<file path="src/design/fsd_pkg.sv">
// shared types and constants for the frame deframer
package fsd_pkg;

    localparam int unsigned HDR_LEN = 6;

    typedef logic [2:0] t_hdr_pos;

    localparam t_hdr_pos POS_MARKER = 3'd0;
    localparam t_hdr_pos POS_TYPE   = 3'd1;
    localparam t_hdr_pos POS_LEN_HI = 3'd4;
    localparam t_hdr_pos POS_LEN_LO = 3'd5;
    localparam t_hdr_pos POS_LIMIT  = 3'(HDR_LEN);

    typedef struct packed {
        logic [7:0] payload_byte;
        logic [7:0] frame_type;
        logic       last_of_frame;
        logic       empty_frame;
    } t_result;

endpackage

</file>
<file path="src/design/fsd_parse.sv">
// header parser and payload counter for one byte per transfer
module fsd_parse (
    input  logic            i_clk,
    input  logic            i_rst_n,
    input  logic            i_step,
    input  logic [7:0]      i_byte,
    output logic            o_res_valid,
    output fsd_pkg::t_result o_res
);
    import fsd_pkg::*;

    t_hdr_pos    r_pos;
    t_hdr_pos    n_pos;
    t_hdr_pos    pos;
    logic [7:0]  r_type;
    logic [7:0]  n_type;
    logic [7:0]  r_len_hi;
    logic [7:0]  n_len_hi;
    logic [15:0] r_remain;
    logic [15:0] n_remain;

    always_ff @(posedge i_clk) begin
        if (!i_rst_n) begin
            r_pos    <= POS_MARKER;
            r_type   <= 8'd0;
            r_len_hi <= 8'd0;
            r_remain <= 16'd0;
        end else if (i_step) begin
            r_pos    <= n_pos;
            r_type   <= n_type;
            r_len_hi <= n_len_hi;
            r_remain <= n_remain;
        end
    end

    always_comb begin
        n_pos       = r_pos;
        n_type      = r_type;
        n_len_hi    = r_len_hi;
        n_remain    = r_remain;
        o_res_valid = 1'b0;
        o_res       = '0;
        pos         = (r_pos >= POS_LIMIT) ? POS_MARKER : r_pos;
        if (r_remain != 16'd0) begin
            n_remain            = r_remain - 16'd1;
            o_res_valid         = 1'b1;
            o_res.payload_byte  = i_byte;
            o_res.frame_type    = r_type;
            o_res.last_of_frame = (n_remain == 16'd0);
        end else begin
            n_pos = pos + 3'd1;
            case (pos)
                POS_TYPE: begin
                    n_type = i_byte;
                end
                POS_LEN_HI: begin
                    n_len_hi = i_byte;
                end
                POS_LEN_LO: begin
                    n_pos    = POS_MARKER;
                    n_remain = {r_len_hi, i_byte};
                    if (n_remain == 16'd0) begin
                        o_res_valid         = 1'b1;
                        o_res.frame_type    = r_type;
                        o_res.last_of_frame = 1'b1;
                        o_res.empty_frame   = 1'b1;
                    end
                end
                default: begin
                end
            endcase
        end
    end

    // empty mark only ever comes from the length byte
    a_empty_from_len: assert property (@(posedge i_clk) disable iff (!i_rst_n)
        i_step && o_res_valid && o_res.empty_frame |-> r_remain == 16'd0 && pos == POS_LEN_LO)
        else $error("empty mark outside length byte");
    a_last_clears: assert property (@(posedge i_clk) disable iff (!i_rst_n)
        i_step && o_res_valid && o_res.last_of_frame |=> r_remain == 16'd0 && r_pos == POS_MARKER)
        else $error("counter not idle after last of frame");
    a_pos_range: assert property (@(posedge i_clk) disable iff (!i_rst_n)
        r_pos < POS_LIMIT)
        else $error("header position out of range");

endmodule

</file>
<file path="src/design/flap_stream_deframer.sv">
// top level: input register, parser and result register of the deframer
// path: an input transfer is held in the input register, then parsed, and its result is registered for o_out_valid
// throughput: one byte per cycle while results are not stalled; one byte held at the input while a result is stalled
// a result per payload byte, one per zero-length frame, none for other header bytes
// reset: synchronous, active low; clears handshake state, header position and counters
module flap_stream_deframer (
    input  logic       i_clk,
    input  logic       i_rst_n,
    input  logic       i_in_valid,
    output logic       o_in_stall,
    input  logic [7:0] i_in_byte,
    output logic       o_out_valid,
    input  logic       i_out_stall,
    output logic [7:0] o_payload_byte,
    output logic [7:0] o_frame_type,
    output logic       o_last_of_frame,
    output logic       o_empty_frame
);
    import fsd_pkg::*;

    logic       r_in_valid;
    logic [7:0] r_in_byte;
    logic       r_out_valid;
    t_result    r_out;
    logic       out_free;
    logic       step;
    logic       res_valid;
    t_result    res;

    assign out_free   = !r_out_valid || !i_out_stall;
    assign step       = r_in_valid && out_free;
    assign o_in_stall = r_in_valid && !step;

    always_ff @(posedge i_clk) begin
        if (!i_rst_n) begin
            r_in_valid <= 1'b0;
        end else if (!o_in_stall) begin
            r_in_valid <= i_in_valid;
        end
    end

    always_ff @(posedge i_clk) begin
        if (!o_in_stall && i_in_valid) begin
            r_in_byte <= i_in_byte;
        end
    end

    fsd_parse u_parse (
        .i_clk       (i_clk),
        .i_rst_n     (i_rst_n),
        .i_step      (step),
        .i_byte      (r_in_byte),
        .o_res_valid (res_valid),
        .o_res       (res)
    );

    always_ff @(posedge i_clk) begin
        if (!i_rst_n) begin
            r_out_valid <= 1'b0;
        end else if (step) begin
            r_out_valid <= res_valid;
        end else if (!i_out_stall) begin
            r_out_valid <= 1'b0;
        end
    end

    always_ff @(posedge i_clk) begin
        if (step && res_valid) begin
            r_out <= res;
        end
    end

    assign o_out_valid     = r_out_valid;
    assign o_payload_byte  = r_out.payload_byte;
    assign o_frame_type    = r_out.frame_type;
    assign o_last_of_frame = r_out.last_of_frame;
    assign o_empty_frame   = r_out.empty_frame;

    a_empty_is_last: assert property (@(posedge i_clk) disable iff (!i_rst_n)
        o_out_valid && o_empty_frame |-> o_last_of_frame && o_payload_byte == 8'd0)
        else $error("empty mark without last or with data");
    a_held_byte: assert property (@(posedge i_clk) disable iff (!i_rst_n)
        r_in_valid && o_in_stall |=> r_in_valid && $stable(r_in_byte))
        else $error("held input byte lost");
    a_in_taken: assert property (@(posedge i_clk) disable iff (!i_rst_n)
        i_in_valid && !o_in_stall |=> r_in_valid)
        else $error("input transfer not registered");
    a_no_overwrite: assert property (@(posedge i_clk) disable iff (!i_rst_n)
        r_out_valid && i_out_stall |-> !step)
        else $error("stalled result overwritten");

endmodule

</file>
<file path="config.mk">
export PLATFORM = sky130hd
export DESIGN_NAME = flap_stream_deframer
export DESIGN_NICKNAME = d
export VERILOG_FILES = /design/src/design/fsd_pkg.sv /design/src/design/fsd_parse.sv /design/src/design/flap_stream_deframer.sv
export SDC_FILE = /design/constraint.sdc
export NUM_CORES = 1
export LEC_CHECK = 0
export BUFFER_PORTS_ARGS = -buffer_cell sky130_fd_sc_hd__buf_4
export CAP_MARGIN = 40
export CORE_MARGIN = 10
export CORE_UTILIZATION = 58
export DETAILED_ROUTE_END_ITERATION = 16
export PLACE_DENSITY_LB_ADDON = 0.15
export SLEW_MARGIN = 20
export SYNTH_ARGS = -nofsm -noshare
export SYNTH_HDL_FRONTEND = slang
export SYNTH_SLANG_ARGS = --single-unit
</file>
<file path="constraint.sdc">
create_clock -name i_clk -period 2.65 [get_ports i_clk]
set_input_delay 0 -clock i_clk [delete_from_list [all_inputs] [get_ports i_clk]]
set_output_delay 0 -clock i_clk [all_outputs]
set_load 0.01 [all_outputs]
</file>
Word level (Yosys, flattened, before mapping) --
Cells that the tools add are included.
Operators by class: add/sub/neg operators 2, multiply operators 0, div/mod/pow operators 0, order comparisons 1, equal/unequal tests 4, shift-type cells 0, muxes and demuxes 12, bitwise gates (word level) 2, reductions and logical operators 18
Operators by type and width (count):
- $logic_not 16->1 | 2
- $mux 16 | 2
- $mux 10 | 2
- $reduce_bool 16->1 | 1
- $sub 16x1->16 const B | 1
- $mux 9 | 1
- $eq 3x3->1 const B | 2
- $mux 3 | 2
- $reduce_and 3->1 | 2
- $mux 1 | 5
- $logic_and 1x1->1 | 4
- $logic_not 1->1 | 4
- $reduce_and 2->1 | 2
- $add 3x1->3 const B | 1
- $eq 3x1->1 const B | 1
- $ge 3x3->1 const B | 1
- $ne 2x1->1 const B | 1
- $not 1->1 | 2
- $reduce_bool 2->1 | 1
- $reduce_or 2->1 | 1
- $logic_or 1x1->1 | 1
Storage, ports and cells: bits in registers 63, bits in latches 0, RAM bits 0, memory bits (read-only) 0, bits of input ports 12, output and inout bits 20, logic and storage cells 50, memories 0

Depth between registers and ports, before layout --
Gate-level depths: netlist of the first run.
depth in word-level cells 7, mapped depth 9, depth with buffers taken out 7

By module --
Synthesis of the first run repeated with hierarchy kept, for this count alone.
Unflattened totals: cells, all modules 307, area, all modules 3096.7 µm²
Modules (own cells, without submodules):
- fsd_parse | times used 1, cells an instance 271, area an instance 2224.6 µm², seq. area each 700.7 µm²
- flap_stream_deframer | times used 1, cells an instance 36, area an instance 872.1 µm², seq. area each 820.8 µm²

Worst setup path before layout of the first run --
Ideal clock, no wire load.
path type register to register, start register u_parse.r_remain[0], end register r_out, in the netlist o_empty_frame (enable), library setup time 329 ps, arrival time 1892 ps, setup slack 429 ps, stages on the path, launching flop included 7, path buffers 0, period minus slack after synthesis 2221 ps, cell sequence dfxtp_1 -> inv_1 -> ha_1 -> nor4b_4 -> nand4_1 -> a41o_1 -> and2_1
On the way: longest elaborated chain between the ends 3
RTL lines:
- start, declared | RTL line fsd_parse.sv:19 | logic [15:0] r_remain;
- start signal, assigned | RTL line fsd_parse.sv:32 | r_remain <= n_remain;
- $reduce_bool 16->1 | RTL line fsd_parse.sv:44 | if (r_remain != 16'd0) begin
- $mux 1 | RTL line fsd_parse.sv:44
- $logic_and 1x1->1 | RTL line flap_stream_deframer.sv:68 | if (step && res_valid) begin
- end signal, assigned | RTL line flap_stream_deframer.sv:69 | r_out <= res;
- end, declared | RTL line flap_stream_deframer.sv:24 | t_result r_out;
No other way between the ends. A chain may end at the register's enable or synchronous reset.

Worst setup path after layout of the first run --
start register u_parse.r_remain[0], end register u_parse.r_remain[15]
On the way: longest elaborated chain between the ends 3, elaborated cells between the ends (all ways) 5, those cells by class 1 x add/sub; 1 x mux; 3 x reduce/logical
RTL lines:
- parallel branches: the longest is 3 deep, another holds $sub 16x1->16
Several ways; the timed one is not identified.

==> results.toml, run 1 <==
[synth]
synth_fa_ha_area_frac = 0.00817
yosysSeqAreaShare = 0.497
synth_edf_count = 26
yosysWarnings = 0
synth-seq-cells = 63
synth_xor_xnor_area_share = 0.00572
synthSimpleGateAreaFrac = 0.249
synth_cell_types = 64
async_flop_share = 0
synth_top_family_by_area = "simple AND/OR/NAND/NOR gates"
synth_nets = 304
syn_inst = 290
netlist_area_um2 = 3060
synthMuxAreaShare = 0.0658
synthFlopType = "dfxtp_1"
synth_compound_area_frac = 0.133
avgSynthCellArea_um2 = 10.6

[timing]
grt_setup_unrepaired = "no"
finalHoldViolations = 0
setup_viol_count_final = 0
fin_ws_ns = 0.239
drv_slew = 0
fmax_mhz = 415
fin_skew_ns = 0.0138
slew_headroom = 0.535
fin_crit_sh = 0.910
final.setup.tns_ns = 0
min_period_ns = 2.41
tightest_slew_ns = 0.695

[worst_setup_path]
setup.worst_path.start_class = "flop"
critical_path_class = "reg2reg"
critPathMaxFanout = 10
crit_arrival_ns = 2.67
slowest_stage = "and4_2"
endpoint_kind = "flop"
cpPeakStageDelay_ns = 0.47
required_ns = 2.91
crit_chain = "inv_1 > ha_1 > nor4b_4 > and4_2 > buf_4 > nand2_1 > a21o_1 > a21boi_0"

[clock_network]
clk_pin_slew_ns = 0.07
clock-sinks = 63
htree_levels = 3
root_buffer = "clkbuf_8"
cts_made_buffers = 9
cts_tree = "yes"
cts.path.max_buffers = 2
clk_latency_ns = 0.35

[global_routing]
grt_max_degree = 45
overflow = 0
grt_pass1_wl_um = 12500
grt.total_usage = 0.185
antenna_found_initial = 0
grt_pass1_vias = 2409

[cells_and_area]
drive_gt1_frac = 0.232
layout_common_cells = "49 x buf_4, 37 x dfxtp_1, 26 x edfxtp_1"
diodes = 0
fin_util = 0.724
fillCellCount = 361
layout.nets = 358
layout_commonest_cell = "buf_4"
stdcell_count = 419
syn_to_final_growth_pct = 20.8

[route]
dr.pass1.iters = 5
drt_iter0_drc = 287
wl_met3_um = 530
antenna_left = 0
avgRoutedWirePerCell_um = 18.2
topRoutingLayerUsed = "met4"
met2_length_um = 3590
drt-total-wl_um = 7640
vias = 2473
drc_errors = 0
met1_length_um = 3200
viasPerCell = 5.90

[floorplanning]
die_h_um = 92.7
die_area_um2 = 8580
die_w_um = 92.7
io_pins = 32
core_um2 = 5110
start_util = 0.599
rows = 26

[place]
port_buffers = 31
dp_hpwl_um = 4870
gp_congestion = 0.891
placed_cells = 389
dp_slack_ns = 0.189

[power]
peakVddDrop_mv = 0.777
leakage_nw = 1.52
power.density_nw_per_um2 = 1420

[flow_run]
maxCapViolCount = 0

[run_status]
status = "complete, no violations"

[worst_hold_path]
hold_path_class = "in2reg"
[synthesized netlist by cell type (2+ instances only)]
| master | n | area, um2 |
|---|---|---|
| edfxtp_1 | 26 | 781 |
| and2_1 | 16 | 100 |
| nor2b_1 | 21 | 131 |
| nor2_1 | 18 | 67.6 |
| a21oi_1 | 9 | 45.0 |
| nor4_1 | 3 | 18.8 |
| o221a_2 | 2 | 22.5 |
| a21boi_0 | 4 | 30.0 |
| nand2_1 | 22 | 82.6 |
| or4_1 | 2 | 15.0 |
| o21a_1 | 3 | 22.5 |
| and4_1 | 2 | 17.5 |
| nand3b_1 | 3 | 22.5 |
| nor3b_1 | 2 | 15.0 |
| o21ai_1 | 2 | 10.0 |
| xnor2_1 | 2 | 17.5 |
| nand3_1 | 6 | 30.0 |
| mux2i_1 | 19 | 190 |
| o211ai_1 | 4 | 30.0 |
| ha_1 | 2 | 25.0 |
| o41ai_1 | 2 | 17.5 |
| dfxtp_1 | 37 | 741 |
| and3_1 | 3 | 18.8 |
| inv_1 | 5 | 18.8 |
| buf_6 | 3 | 33.8 |
| o22ai_1 | 2 | 12.5 |
| o21ai_0 | 9 | 45.0 |
| a21boi_1 | 2 | 15.0 |
| buf_2 | 3 | 15.0 |
| or3_1 | 3 | 18.8 |
| a31oi_1 | 4 | 25.0 |
| nor3_1 | 5 | 25.0 |
| nand4_1 | 6 | 37.5 |
| buf_4 | 4 | 30.0 |
| clkbuf_1 | 5 | 18.8 |
[repair_timing]
action,4_1_cts,5_1_grt
setup buffers,0,4
endpoints found under the setup margin,0,24
gates resized for setup,0,1
hold buffers,10,0
hold endpoints to repair,10,0
[sequential cells by signal (all words and copies together) (netlist names)]
register and count:
o_last_of_frame 1, u_parse.r_len_hi 8, o_out_valid 1, r_in_valid 1, r_in_byte 8, o_payload_byte 8, o_empty_frame 1, o_frame_type 8
u_parse.r_remain 16, u_parse.r_pos 3, u_parse.r_type 8
[power by group]
group / total, mW / switching [mW] / leakage [nW] / internal (mW)
clock network: 0.811 / 0.382 / 0.0859 / 0.429
registers: 1.52 / 0.211 / 0.549 / 1.31
logic: 2.94 / 1.70 / 0.885 / 1.24
[per-stage QoR]
stage	hold slack [ns]	power (mW)	instance area, um2
2_1_floorplan	0.0989	3.58	3060
3_3_place_gp	0.178	4.29	3380
3_5_place_dp	0.180	4.32	3380
4_1_cts	0.0790	5.16	3670
5_1_grt	0.119	5.62	3700
6_report	0.0963	5.27	3700
[cell type report]
| type | instances | area [um2] | area share |
|---|---|---|---|
| well taps | 70 | 87.6 | 0.0237 |
| flip-flops and latches | 63 | 1520 | 0.411 |
| multi-input cells | 206 | 1420 | 0.382 |
| clock inverters | 6 | 61.3 | 0.0166 |
| clock buffers | 10 | 128 | 0.0345 |
| inverters | 5 | 18.8 | 0.00507 |
| repair buffers | 59 | 468 | 0.126 |
[worst max-delay path, delay by kind of cell (launching register included)]
kind / cells / cell delay, ns
fa+ha+maj: 1 / 0.29
flops: 1 / 0.38
buf+inv: 2 / 0.36
compound gates: 2 / 0.33
simple gates: 3 / 0.96
[worst paths after layout]
kind                                           from                    to  slack, ns  cells past startpoint
worst max-delay path            u_parse.r_remain[0]  u_parse.r_remain[15]       0.24                      8
worst min-delay path                        i_rst_n   u_parse.r_remain[2]        0.1                      2
worst max register to register  u_parse.r_remain[0]  u_parse.r_remain[15]       0.24                      8
worst min register to register  u_parse.r_remain[7]   u_parse.r_remain[7]       0.49                      2
[cell families after synthesis]
logic type | count (synthesis)
adders and majority gates | 2
and+or+nand+nor | 125
DFF | 63
xor gates and xnor gates | 2
muxes | 20
AOI/OAI and AO/OA | 57
buffers and inverters | 21
[metal layers]
metal,vias up,track usage
met3,29,0.0420
met2,107,0.300
met1,1155,0.219
met5,-,0
met4,0,0.111
li1,1182,-
Power figures use the tool's default switching activity.
==> run 2: changes to the inputs <==
- CAP_MARGIN: 40 -> 20
- CORE_UTILIZATION: 58 -> 53
- SETUP_SLACK_MARGIN: unset -> 0.02
- clock period: 2.65 -> 2.1 ns (I/O delays scaled with it)
==> results.toml, run 2 (same netlist as run 1, synthesis figures left out) <==
[worst_setup_path]
cpPeakStageDelay_ns = 0.35
crit_chain = "inv_2 > ha_2 > nor4b_4 > nand4_1 > buf_6 > o21ai_4 > buf_6 > nor2_1 > o221a_2"
required_ns = 2.34
endpoint_kind = "flop"
critPathMaxFanout = 8
crit_top_cell = "buf_6"
critical_path_class = "reg2reg"
slowest_stage = "nor4b_4"
crit_arrival_ns = 2.23
setup.worst_path.start_class = "flop"

[cells_and_area]
stdcell_count = 433
largest_register = "u_parse.r_remain"
drive_gt1_frac = 0.274
layout.nets = 370
final_area_um2 = 3820
layout_commonest_cell = "buf_4"
layout_common_cells = "58 x buf_4, 37 x dfxtp_1, 26 x edfxtp_1"
syn_to_final_growth_pct = 24.8
diodes = 0
fillCellCount = 431
largest_reg_flops = 16

[place]
gp_congestion = 0.943
dp_hpwl_um = 5230
dp_slack_ns = 0.0661
port_buffers = 31
placed_cells = 404
placed_area_um2 = 3480

[route]
drc_errors = 0
vias = 2503
viasPerCell = 5.78
drt-total-wl_um = 7610
dr.pass1.iters = 4
avgRoutedWirePerCell_um = 17.6
drt_iter0_drc = 209
antenna_left = 0

[worst_hold_path]
hold_path_class = "in2reg"

[global_routing]
antenna_found_initial = 0
grt_pass1_vias = 2453
grt.total_usage = 0.174
grt_pass1_wl_um = 12500
grt_max_degree = 45
overflow = 0

[clock_network]
cts.path.max_buffers = 2
root_buffer = "clkbuf_8"
clock-sinks = 63
clk_latency_ns = 0.35
cts_made_buffers = 9
htree_levels = 3
clk_pin_slew_ns = 0.07
cts_tree = "yes"

[power]
leakage_nw = 1.60
power.density_nw_per_um2 = 1880
peakVddDrop_mv = 1.03

[flow_run]
maxCapViolCount = 0

[timing]
fin_crit_sh = 0.949
fin_skew_ns = 0.00778
final.setup.tns_ns = 0
tightest_slew_ns = 0.691
holdWs_ns = 0.0941
setup_viol_count_final = 0
grt_setup_unrepaired = "no"
min_period_ns = 1.99
finalHoldViolations = 0
drv_slew = 0
fin_ws_ns = 0.108
slew_headroom = 0.539
fmax_mhz = 502

[floorplanning]
io_pins = 32
rows = 27
core_um2 = 5540
die_w_um = 96.0
die_area_um2 = 9220
die_h_um = 96.0
start_util = 0.553

[run_status]
status = "complete, no violations"
-- run 2: changes by cell type in the layout (fill, tap and decap cells not counted), moves of 2 or more --
cell / delta
buf_4: +9
buf_6: +3
clkinv_2: +2
clkinvlp_4: -2
inv_1: -2
inv_2: +2
-- run 2: layout make-up --
cell class	count	area [um2]	share of cell area
clock buffers	10	128	0.0334
repair buffers	71	569	0.149
multi-input cells	206	1430	0.375
flip-flops and latches	63	1520	0.398
well taps	72	90.1	0.0236
clock inverters	6	61.3	0.0160
inverters	5	18.8	0.00491
-- run 2: timing repair --
action,4_1_cts,5_1_grt
resized for setup,0,10
endpoints found under the hold margin,10,0
buffers inserted,0,3
hold buffers,10,0
setup endpoints to repair,0,29
-- run 2: power breakdown --
part | switching, mW | internal [mW] | leakage, nW
Combinational | 2.31 | 1.96 | 0.954
Sequential | 0.241 | 1.65 | 0.549
Clock | 0.482 | 0.544 | 0.0960
-- run 2: worst paths after layout --
path	start	endpoint	slack [ns]	cells past startpoint
max	u_parse.r_remain[0]	u_parse.r_remain[11]	0.11	9
min reg2reg	u_parse.r_remain[7]	u_parse.r_remain[7]	0.48	2
max reg2reg	u_parse.r_remain[0]	u_parse.r_remain[11]	0.11	9
min	i_rst_n	u_parse.r_remain[2]	0.09	2
-- run 2: stage by stage --
stage | utilization | power, mW
3_3_place_gp | 0.629 | 5.74
4_1_cts | 0.681 | 6.84
5_1_grt | 0.690 | 7.68
2_1_floorplan | - | 4.53
6_report | 0.690 | 7.19
3_5_place_dp | 0.629 | 5.81
-- run 2: per-layer routing --
layer,GRT usage,vias up,routed length (um),part of all wire
met4,0.0737,0,116,0.015
li1,-,1200,-,-
met2,0.271,82,3650,0.48
met1,0.226,1208,3310,0.43
met5,0,-,0,0
met3,0.0420,13,531,0.070
-- run 2: worst max-delay path, delay by kind of cell, from the launching register on --
family | cells | cell delay (ns)
flops | 1 | 0.33
simple gates | 3 | 0.61
buf+inv | 3 | 0.39
compound gates | 2 | 0.38
fa+ha+maj | 1 | 0.18
==> run 3: changes to the inputs <==
- CAP_MARGIN: 20 -> 25
- CORE_UTILIZATION: 53 -> 60
- REMOVE_ABC_BUFFERS: unset -> 1
- clock period: 2.1 -> 2.4 ns (I/O delays scaled with it)
==> results.toml, run 3 (same netlist as run 1, synthesis figures left out) <==
[cells_and_area]
syn_to_final_growth_pct = 22.6
drive_gt1_frac = 0.246
multi_input_area_um2 = 1420
fillCellCount = 317
final_area_um2 = 3750
largest_reg_flops = 16
largest_register = "u_parse.r_remain"
layout_commonest_cell = "buf_4"
diodes = 0
layout.nets = 363
layout_common_cells = "53 x buf_4, 37 x dfxtp_1, 26 x edfxtp_1"
seq_area_um2 = 1520

[power]
power.density_nw_per_um2 = 1590
p_seq_frac = 0.280
combPwrFrac = 0.566
peakVddDrop_mv = 0.945
leakage_nw = 1.56
pwr-share-clk = 0.154
p_switching_mw = 2.58
p_int_mw = 3.37
fin_total_pwr_mw = 5.95
power.share.switching = 0.433

[timing]
tightest_slew_ns = 0.695
fin_skew_ns = 0.0154
setup_viol_count_final = 0
finalHoldViolations = 0
grt_setup_unrepaired = "no"
min_period_ns = 2.19
drv_slew = 0
slew_headroom = 0.536
fin_crit_sh = 0.914
fmax_mhz = 456

[worst_setup_path]
crit_chain = "inv_1 > ha_2 > nor4b_4 > buf_4 > and4_2 > nand4_4 > mux2i_1 > nor2b_1"
critPathMaxFanout = 8
crit_arrival_ns = 2.41
endpoint_kind = "flop"
setup.worst_path.start_class = "flop"
slowest_stage = "dfxtp_1"
critical_path_class = "reg2reg"
reg2reg_depth = 8
required_ns = 2.62
cpPeakStageDelay_ns = 0.35

[place]
placed_area_um2 = 3430
gp_congestion = 0.986
port_buffers = 31
dp_hpwl_um = 4970

[global_routing]
grt_pass1_vias = 2498
grt_max_degree = 45
overflow = 0
antenna_found_initial = 0
grt_pass1_wl_um = 12700
grt.total_usage = 0.187

[worst_hold_path]
hold_path_class = "in2reg"
holdPathStages = 2

[floorplanning]
die_area_um2 = 8360
die_h_um = 91.4
core_um2 = 4850
io_pins = 32
rows = 25
start_util = 0.631
die_w_um = 91.4

[clock_network]
clock-sinks = 63
htree_levels = 3
cts.path.max_buffers = 2
clk_latency_ns = 0.34
cts_tree = "yes"
cts_made_buffers = 9
root_buffer = "clkbuf_8"
clk_pin_slew_ns = 0.07

[route]
drt-total-wl_um = 7580
dr.pass1.iters = 5
drt_iter0_drc = 162
avgRoutedWirePerCell_um = 18.0
drc_errors = 0
vias = 2504
viasPerCell = 5.95
antenna_left = 0

[run_status]
status = "complete, no violations"

[flow_run]
maxCapViolCount = 0
## run 3: changes by cell type in the layout (fill, tap and decap cells not counted), moves of 2 or more
cell,before,now
buf_4,58,53
inv_1,3,5
inv_2,2,0
buf_6,3,0
## run 3: stage by stage
stage / util / setup slack [ns] / hold slack (ns) / setup TNS (ns) / instances
after floorplan: - / -0.0999 / 0.0989 / -1.80 / 274
after global placement: 0.707 / 0.162 / 0.178 / 0 / 393
after detailed placement: 0.707 / 0.0541 / 0.180 / 0 / 393
after CTS: 0.767 / 0.0315 / 0.0951 / 0 / 419
after global routing: 0.774 / 0.0675 / 0.115 / 0 / 421
final: 0.774 / 0.206 / 0.101 / 0 / 421
## run 3: path summary, 6_finish.rpt
| kind | startpoint | to | slack [ns] |
|---|---|---|---|
| max | u_parse.r_remain[1] | u_parse.r_len_hi[6] | 0.21 |
| min | i_rst_n | u_parse.r_remain[2] | 0.10 |
| max reg2reg | u_parse.r_remain[1] | u_parse.r_len_hi[6] | 0.21 |
| min reg2reg | u_parse.r_remain[7] | u_parse.r_remain[7] | 0.49 |
## run 3: routing by layer
metal	vias up	track usage	wire length, um
met5	-	0	0
met4	0	0.0679	196
met3	19	0.0543	472
met2	97	0.302	3610
met1	1203	0.230	3300
li1	1185	-	-
## run 3: worst max-delay path, delay by kind of cell, from the launching register on
| family | cells | cell delay [ns] |
|---|---|---|
| buffers and inverters | 2 | 0.27 |
| AND/OR/NAND/NOR | 4 | 0.92 |
| flip-flops | 1 | 0.35 |
| multiplexers | 1 | 0.27 |
| adder cells (fa/ha/maj) | 1 | 0.26 |
## run 3: final cells by class
| type | instances | share of cell area |
|---|---|---|
| tap | 67 | 0.0223 |
| sequential | 63 | 0.405 |
| clock buffer | 12 | 0.0387 |
| inverter | 5 | 0.00500 |
| multi-input combinational | 206 | 0.378 |
| timing repair buffer | 64 | 0.138 |
| clock inverter | 4 | 0.0127 |
## run 3: power by group through the flow
| stage | clock [mW] | sequential (mW) | combinational [mW] |
|---|---|---|---|
| after floorplan | 0 | 1.71 | 2.06 |
| after global placement | 0 | 1.67 | 3.15 |
| after detailed placement | 0 | 1.69 | 3.20 |
| after CTS | 0.917 | 1.66 | 3.24 |
| after global routing | 0.978 | 1.70 | 3.68 |
| final | 0.915 | 1.67 | 3.37 |
## run 3: repair_timing
| item | 4_1_cts | 5_1_grt |
|---|---|---|
| resized for setup | 0 | 2 |
| buffers inserted | 0 | 2 |
| setup endpoints to repair | 0 | 35 |
| hold buffers | 10 | 0 |
| endpoints found under the hold margin | 10 | 0 |
